**src/rtl/dtq_pkg.sv**
```systemverilog
package dtq_pkg;

  localparam int HANDLE_W      = 4;
  localparam int HANDLE_COUNT  = 16;
  localparam int DELAY_W       = 32;
  localparam int KIND_W        = 2;
  localparam int DEF_SLOTS     = 16;
  localparam int DEF_TIME_BITS = 48;

  typedef enum logic [KIND_W-1:0] {
    KIND_ARM    = 2'd0,
    KIND_CANCEL = 2'd1,
    KIND_TICK   = 2'd2
  } dtq_kind_t;

  typedef enum logic [1:0] {
    ST_IDLE,
    ST_REMOVE,
    ST_INSERT,
    ST_FIRE
  } dtq_state_t;

  typedef enum logic [1:0] {
    OP_HOLD,
    OP_REMOVE,
    OP_INSERT
  } dtq_op_t;

  typedef struct packed {
    dtq_op_t             op;
    logic [HANDLE_W-1:0] key;
  } dtq_ctrl_t;

endpackage

```
**src/rtl/dtq_cell.sv**
```systemverilog
module dtq_cell #(
  parameter int TIME_BITS = dtq_pkg::DEF_TIME_BITS
) (
  input  logic                         clk,
  input  logic                         rst_n,
  input  dtq_pkg::dtq_ctrl_t           ctrl,
  input  logic [TIME_BITS-1:0]         new_deadline,
  input  logic                         prev_valid,
  input  logic [dtq_pkg::HANDLE_W-1:0] prev_handle,
  input  logic [TIME_BITS-1:0]         prev_deadline,
  input  logic                         prev_ins,
  input  logic                         next_valid,
  input  logic [dtq_pkg::HANDLE_W-1:0] next_handle,
  input  logic [TIME_BITS-1:0]         next_deadline,
  input  logic                         rm_in,
  output logic                         rm_out,
  output logic                         ins_out,
  output logic                         valid,
  output logic [dtq_pkg::HANDLE_W-1:0] handle,
  output logic [TIME_BITS-1:0]         deadline
);

  logic                         valid_r, valid_nxt;
  logic [dtq_pkg::HANDLE_W-1:0] handle_r, handle_nxt;
  logic [TIME_BITS-1:0]         deadline_r, deadline_nxt;

  // insertion point: first empty cell or first strictly later deadline
  assign ins_out = !valid_r || (deadline_r > new_deadline);
  // everything at or after the matching entry shifts toward the head
  assign rm_out  = rm_in || (valid_r && (handle_r == ctrl.key));

  always_comb begin
    valid_nxt    = valid_r;
    handle_nxt   = handle_r;
    deadline_nxt = deadline_r;
    case (ctrl.op)
      dtq_pkg::OP_REMOVE: begin
        if (rm_out) begin
          valid_nxt    = next_valid;
          handle_nxt   = next_handle;
          deadline_nxt = next_deadline;
        end
      end
      dtq_pkg::OP_INSERT: begin
        if (prev_ins) begin
          valid_nxt    = prev_valid;
          handle_nxt   = prev_handle;
          deadline_nxt = prev_deadline;
        end else if (ins_out) begin
          valid_nxt    = 1'b1;
          handle_nxt   = ctrl.key;
          deadline_nxt = new_deadline;
        end
      end
      default: begin
      end
    endcase
  end

  always_ff @(posedge clk) begin
    if (!rst_n) begin
      valid_r <= 1'b0;
    end else begin
      valid_r <= valid_nxt;
    end
    handle_r   <= handle_nxt;
    deadline_r <= deadline_nxt;
  end

  assign valid    = valid_r;
  assign handle   = handle_r;
  assign deadline = deadline_r;

endmodule

```
**src/rtl/deadline_timer_queue.sv**
```systemverilog
// Channel  | Direction | Ports
// ---------+-----------+-------------------------------------------------------
// in       | input     | in_valid, in_ready, in_kind, in_timer_handle, in_delay_ms
// out      | output    | out_valid, out_ready, out_fired_handle
//
// Arm passes accept, remove old entry and shift-insert; cancel, accept and remove; tick,
// accept and advance time, then compare head and pop. The row of list cells does one
// shift per cycle. Unused kinds and out-of-range handles end in the accept step.
// Reset empties the list and clears time; no clearing pass is needed.
// A tick that fires waits in its compare step while a previous result is untaken.
module deadline_timer_queue #(
  parameter int SLOTS     = dtq_pkg::DEF_SLOTS,
  parameter int TIME_BITS = dtq_pkg::DEF_TIME_BITS
) (
  input  logic                         clk,
  input  logic                         rst_n,
  input  logic                         in_valid,
  output logic                         in_ready,
  input  logic [dtq_pkg::KIND_W-1:0]   in_kind,
  input  logic [dtq_pkg::HANDLE_W-1:0] in_timer_handle,
  input  logic [dtq_pkg::DELAY_W-1:0]  in_delay_ms,
  output logic                         out_valid,
  input  logic                         out_ready,
  output logic [dtq_pkg::HANDLE_W-1:0] out_fired_handle
);

  // at most one entry per handle can be queued
  localparam int CELLS = (SLOTS < dtq_pkg::HANDLE_COUNT) ? SLOTS : dtq_pkg::HANDLE_COUNT;

  dtq_pkg::dtq_state_t          state_r, state_nxt;
  logic [TIME_BITS-1:0]         now_r, now_nxt;
  logic [TIME_BITS-1:0]         dl_r, dl_nxt;
  logic [dtq_pkg::HANDLE_W-1:0] key_r, key_nxt;
  logic                         arm_r, arm_nxt;
  logic                         out_valid_r, out_valid_nxt;
  logic [dtq_pkg::HANDLE_W-1:0] out_handle_r, out_handle_nxt;

  dtq_pkg::dtq_ctrl_t           ctrl;
  logic                         pop;
  logic                         fire;
  logic                         handle_ok;
  logic                         accept;

  logic [CELLS-1:0]             valid_vec;
  logic [dtq_pkg::HANDLE_W-1:0] cell_handle [CELLS];
  logic [TIME_BITS-1:0]         cell_deadline [CELLS];
  logic [CELLS:0]               rm_c;
  logic [CELLS:0]               ins_c;

  assign in_ready  = (state_r == dtq_pkg::ST_IDLE);
  assign accept    = in_valid && in_ready;
  assign handle_ok = (32'(in_timer_handle) < SLOTS);
  assign fire      = valid_vec[0] && (cell_deadline[0] <= now_r);

  assign rm_c[0]  = pop;
  assign ins_c[0] = 1'b0;

  genvar gi;
  generate
    for (gi = 0; gi < CELLS; gi++) begin : g_cell
      logic                         p_valid;
      logic [dtq_pkg::HANDLE_W-1:0] p_handle;
      logic [TIME_BITS-1:0]         p_deadline;
      logic                         n_valid;
      logic [dtq_pkg::HANDLE_W-1:0] n_handle;
      logic [TIME_BITS-1:0]         n_deadline;

      if (gi == 0) begin : g_head
        assign p_valid    = 1'b0;
        assign p_handle   = '0;
        assign p_deadline = '0;
      end else begin : g_mid
        assign p_valid    = valid_vec[gi-1];
        assign p_handle   = cell_handle[gi-1];
        assign p_deadline = cell_deadline[gi-1];
      end

      if (gi == CELLS - 1) begin : g_tail
        assign n_valid    = 1'b0;
        assign n_handle   = '0;
        assign n_deadline = '0;
      end else begin : g_body
        assign n_valid    = valid_vec[gi+1];
        assign n_handle   = cell_handle[gi+1];
        assign n_deadline = cell_deadline[gi+1];
      end

      dtq_cell #(
        .TIME_BITS(TIME_BITS)
      ) u_cell (
        .clk          (clk),
        .rst_n        (rst_n),
        .ctrl         (ctrl),
        .new_deadline (dl_r),
        .prev_valid   (p_valid),
        .prev_handle  (p_handle),
        .prev_deadline(p_deadline),
        .prev_ins     (ins_c[gi]),
        .next_valid   (n_valid),
        .next_handle  (n_handle),
        .next_deadline(n_deadline),
        .rm_in        (rm_c[gi]),
        .rm_out       (rm_c[gi+1]),
        .ins_out      (ins_c[gi+1]),
        .valid        (valid_vec[gi]),
        .handle       (cell_handle[gi]),
        .deadline     (cell_deadline[gi])
      );
    end
  endgenerate

  always_comb begin
    state_nxt      = state_r;
    now_nxt        = now_r;
    dl_nxt         = dl_r;
    key_nxt        = key_r;
    arm_nxt        = arm_r;
    out_valid_nxt  = out_valid_r;
    out_handle_nxt = out_handle_r;
    ctrl.op        = dtq_pkg::OP_HOLD;
    ctrl.key       = key_r;
    pop            = 1'b0;

    if (out_valid_r && out_ready) begin
      out_valid_nxt = 1'b0;
    end

    case (state_r)
      dtq_pkg::ST_IDLE: begin
        if (accept) begin
          key_nxt = in_timer_handle;
          dl_nxt  = now_r + {{(TIME_BITS-dtq_pkg::DELAY_W){1'b0}}, in_delay_ms};
          case (in_kind)
            dtq_pkg::KIND_ARM: begin
              arm_nxt = 1'b1;
              if (handle_ok) begin
                state_nxt = dtq_pkg::ST_REMOVE;
              end
            end
            dtq_pkg::KIND_CANCEL: begin
              arm_nxt = 1'b0;
              if (handle_ok) begin
                state_nxt = dtq_pkg::ST_REMOVE;
              end
            end
            dtq_pkg::KIND_TICK: begin
              now_nxt   = now_r + {{(TIME_BITS-1){1'b0}}, 1'b1};
              state_nxt = dtq_pkg::ST_FIRE;
            end
            default: begin
              // drop unused kind
            end
          endcase
        end
      end
      dtq_pkg::ST_REMOVE: begin
        ctrl.op   = dtq_pkg::OP_REMOVE;
        state_nxt = arm_r ? dtq_pkg::ST_INSERT : dtq_pkg::ST_IDLE;
      end
      dtq_pkg::ST_INSERT: begin
        ctrl.op   = dtq_pkg::OP_INSERT;
        state_nxt = dtq_pkg::ST_IDLE;
      end
      dtq_pkg::ST_FIRE: begin
        if (!fire) begin
          state_nxt = dtq_pkg::ST_IDLE;
        end else if (!out_valid_r || out_ready) begin
          // pop the head into the result register
          ctrl.op        = dtq_pkg::OP_REMOVE;
          pop            = 1'b1;
          out_valid_nxt  = 1'b1;
          out_handle_nxt = cell_handle[0];
          state_nxt      = dtq_pkg::ST_IDLE;
        end
      end
      default: begin
        state_nxt = dtq_pkg::ST_IDLE;
      end
    endcase
  end

  always_ff @(posedge clk) begin
    if (!rst_n) begin
      state_r     <= dtq_pkg::ST_IDLE;
      now_r       <= '0;
      out_valid_r <= 1'b0;
    end else begin
      state_r     <= state_nxt;
      now_r       <= now_nxt;
      out_valid_r <= out_valid_nxt;
    end
    dl_r         <= dl_nxt;
    key_r        <= key_nxt;
    arm_r        <= arm_nxt;
    out_handle_r <= out_handle_nxt;
  end

  assign out_valid        = out_valid_r;
  assign out_fired_handle = out_handle_r;

  logic [CELLS-2:0] sorted_ok;
  generate
    for (gi = 0; gi < CELLS - 1; gi++) begin : g_sorted
      assign sorted_ok[gi] = !valid_vec[gi+1] || (cell_deadline[gi] <= cell_deadline[gi+1]);
    end
  endgenerate

  a_packed_list: assert property (@(posedge clk) disable iff (!rst_n)
    $onehot({1'b0, valid_vec} + {{CELLS{1'b0}}, 1'b1}))
    else $error("queued entries are not contiguous from the head");

  a_sorted_list: assert property (@(posedge clk) disable iff (!rst_n)
    &sorted_ok)
    else $error("queue is not in deadline order");

  a_insert_grows: assert property (@(posedge clk) disable iff (!rst_n)
    state_r == dtq_pkg::ST_INSERT |=> $countones(valid_vec) == $past($countones(valid_vec)) + 1)
    else $error("insert did not add exactly one entry");

  a_pop_shrinks: assert property (@(posedge clk) disable iff (!rst_n)
    pop |=> $countones(valid_vec) + 1 == $past($countones(valid_vec)) && out_valid)
    else $error("firing did not remove exactly one entry");

endmodule

```
**config.mk**
```make
export PLATFORM = sky130hd
export DESIGN_NAME = deadline_timer_queue
export DESIGN_NICKNAME = d
export VERILOG_FILES = /design/src/rtl/dtq_pkg.sv /design/src/rtl/dtq_cell.sv /design/src/rtl/deadline_timer_queue.sv
export SDC_FILE = /design/constraint.sdc
export NUM_CORES = 2
export LEC_CHECK = 0
export ABC_AREA = 1
export BUFFER_PORTS_ARGS = -buffer_cell sky130_fd_sc_hd__buf_2
export CAP_MARGIN = 20
export CORE_MARGIN = 4
export CORE_UTILIZATION = 25
export DETAILED_ROUTE_END_ITERATION = 8
export GPL_ROUTABILITY_DRIVEN = 0
export PLACE_DENSITY = 0.46
export SYNTH_ARGS = -nofsm -noshare
export SYNTH_HDL_FRONTEND = slang
export SYNTH_SLANG_ARGS = --single-unit
```
**constraint.sdc**
```tcl
create_clock -name clk -period 5.99 [get_ports clk]
set_input_delay 1.4975 -clock clk [delete_from_list [all_inputs] [get_ports clk]]
set_output_delay 1.4975 -clock clk [all_outputs]
set_load 0.02 [all_outputs]
```
==> metrics.yaml <==
post_synth.cell_area_avg_sq_um: 8.47
whs_path_depth: 0
rsz0062_at_grt: "no"
clockRootBuffer: "clkbuf_16"
setup_viol: 0
cts.clk_slew.worst_paths_ps: 60
die_area_sq_um: 278000
wl_mm: 246
die_h_microns: 527
synth_area_leaders: "edfxtp_1, ha_1, o21ai_0"
reg2reg_depth: 22
cts_tree: "built"
ys_seq_elements: 956
initial_core_util: 0.251
cp_common_cell: "nand2_1"
power_density_nw_per_um2: 369
use_met2: 0.269
final_cell_area_sq_um: 76300
crit_type: "reg2reg"
grt_max_degree: 246
fin_tns_setup_ps: 0
cts_setup_buffers: 0
io_pins: 48
wl_per_cell_microns: 21.3
critPathArrivalTime_ps: 5710
leakagePower_nw: 31.1
slowest_stage: "nor3b_1"
io_buffers: 47
maxClockFrequency_ghz: 0.187
vias: 58773
path_buf_inv: 4
met3_usage: 0.0212
seq_area_sq_um: 28000
crit_fanout: 52
cts_made_buffers: 121
clock_skew_ps: 57.8
synth_area_sq_um: 67400
synth-edff-count: 889
dp_slack_ps: 685
final.setup.worst_slack_ps: 640
path_cells: "inv_1, ha_1, nand2_1, nor2_1, nor3b_1, nand2_1, nor3b_1, nand2_1, nand2_1, nand3_2, o21ai_0, ha_1, inv_1, nor2_1, nand4_1, nor2_1, nand4_1, nor2_2, nand4_1, nand2_1, inv_2, buf_4"
syn_nets: 8848
syn_inst: 7954
antenna_found_initial: 5
ys.flop_type: "edfxtp_1"
via_per_inst: 5.09
synth.distinct_cells: 65
htreeDepth: 3
grt_pass1_wl_mm: 366
dp.cells: 11315
busiest_layer: "met2"
max_slew_margin: 0.0199
final_antenna_net_count: 0
crit_path_end_kind: "register"
cp_num_cells: 22
insertion_delay_ps: 810
period_minus_slack_ps: 5350
core_sq_um: 268000
period_share: 0.893
die_w_microns: 527
hold_viol: 0
gr-usage-met1: 0.239
ctsHoldBuffers: 0
yosysTopAreaCell: "edfxtp_1"
cts_buffer_depth: 3
synth_top_cell_area_share: 0.396
rows: 190
nNetsFinal: 8782
drv_slew: 0
syn_to_final_growth_pct: 13.2
worstMarginPinSlew_ps: 1470
layout-drive-gt1-share: 0.0588
multiInputGateArea_sq_um: 33800
start_kind: "register"
drt-pass1-iter-count: 6
slowest_delay_ps: 580
placed_area_sq_um: 72400
worst_ep_required_time_ps: 6350
yosysSeqAreaShare: 0.416
hpwl_mm: 183
async_flop_share: 0
drt_first_iter_violations: 5024
cts-resized-gates: 0
holdCritPathClass: "reg2reg"
cap_violations: 0
drc: 0
clock-sinks: 956
grt_pass1_vias: 57302
peakVddDrop_v: 0.000297
critPathTopFamily: "simple AND/OR/NAND/NOR gates"
synth-warning-count: 0
final_cells: 11548
run_status: "completed"
grt.total_usage: 0.170
overflow: 0
fillCellCount: 28723
-- worst reg2reg max path, cell delays in order, from the launching register on --
cell and delay [ps]:
dfxtp_1 350, inv_1 150, ha_1 330, nand2_1 70, nor2_1 140, nor3b_1 580, nand2_1 230, nor3b_1 260
nand2_1 70, nand2_1 140, nand3_2 150, o21ai_0 160, ha_1 200, inv_1 40, nor2_1 210, nand4_1 270
nor2_1 240, nand4_1 210, nor2_2 260, nand4_1 180, nand2_1 120, inv_2 30, buf_4 400
-- layout make-up --
class                           count  share of cell area
Tap cell                         3552              0.0583
Multi-Input combinational cell   5508               0.444
Antenna cell                        5            0.000164
Inverter                         1066              0.0526
Sequential cell                   956               0.368
Timing Repair Buffer              235              0.0266
Clock inverter                     59             0.00746
Clock buffer                      167              0.0437
-- cell usage after synthesis, types with 32 or more instances --
cell type	n
nor3_1	80
nand2_1	895
nor2_1	263
nor4_1	35
ha_1	851
dfxtp_1	67
buf_1	32
o22ai_1	66
xor2_1	41
a211oi_1	32
clkbuf_1	367
inv_1	1061
o21ai_0	1574
nand3_1	124
edfxtp_1	889
nand4_1	113
a21oi_1	1192
-- where the power goes --
group	internal [mW]	total (mW)	switching (mW)
combinational	2.98	9.74	6.76
clock	4.22	7.45	3.23
sequential	9.82	10.9	1.12
-- metrics by stage --
step | power, mW | utilization | hold WS [ps]
floorplan | 16.8 | - | 426
global placement | 20.5 | 0.270 | 462
detailed placement | 20.7 | 0.270 | 465
CTS | 28.3 | 0.284 | 478
global route | 30.0 | 0.284 | 495
finish | 28.1 | 0.284 | 483
-- kinds of logic after synthesis --
kind of cell,Yosys count,synth area share
DFF,956,0.416
adders and majority gates,852,0.158
and+or+nand+nor,1547,0.0981
buffers and inverters,1490,0.0835
xor gates and xnor gates,60,0.00780
AOI/OAI and AO/OA,3049,0.236
-- sequential cells by signal, indices dropped and copies added, names as in the netlist --
name,count
dl_r,48
out_valid,1
now_r,48
key_r,4
g_cell.u_cell.deadline,768
g_cell.u_cell.handle,64
arm_r,1
out_fired_handle,4
state_r,2
g_cell.u_cell.valid,16
-- path summary, 6_finish.rpt --
check / from / end / slack (ps)
worst max register to register: now_r[31] / g_cell[15].u_cell.deadline[41] / 640
worst min-delay path: g_cell[0].u_cell.handle[0] / out_fired_handle[0] / 480
worst min register to register: g_cell[0].u_cell.handle[0] / out_fired_handle[0] / 480
worst max-delay path: now_r[31] / g_cell[15].u_cell.deadline[41] / 640
-- layer usage --
metal,vias to the layer above,wire (microns)
met1,28603,115000
met4,0,8250
met3,303,13400
met5,-,0
li1,28158,-
met2,1709,110000
-- cell usage in the layout, fill, tap and decap left out, types with 23 or more instances in the layout --
| cell type | count |
|---|---|
| o21a_1 | 30 |
| nor3_1 | 80 |
| buf_12 | 31 |
| o211ai_1 | 31 |
| a21oi_1 | 1192 |
| nand4_1 | 113 |
| nor4_1 | 33 |
| inv_1 | 1042 |
| clkinv_2 | 26 |
| o22ai_1 | 66 |
| clkbuf_1 | 35 |
| buf_4 | 155 |
| buf_2 | 47 |
| o2111ai_1 | 23 |
| clkbuf_16 | 123 |
| xor2_1 | 41 |
| a211oi_1 | 32 |
| a31oi_1 | 24 |
| o21ai_0 | 1574 |
| nand2_1 | 886 |
| nand3_1 | 124 |
| nor2_1 | 261 |
| ha_1 | 850 |
| edfxtp_1 | 889 |
| dfxtp_1 | 67 |
(Power assumes the default switching activity.)
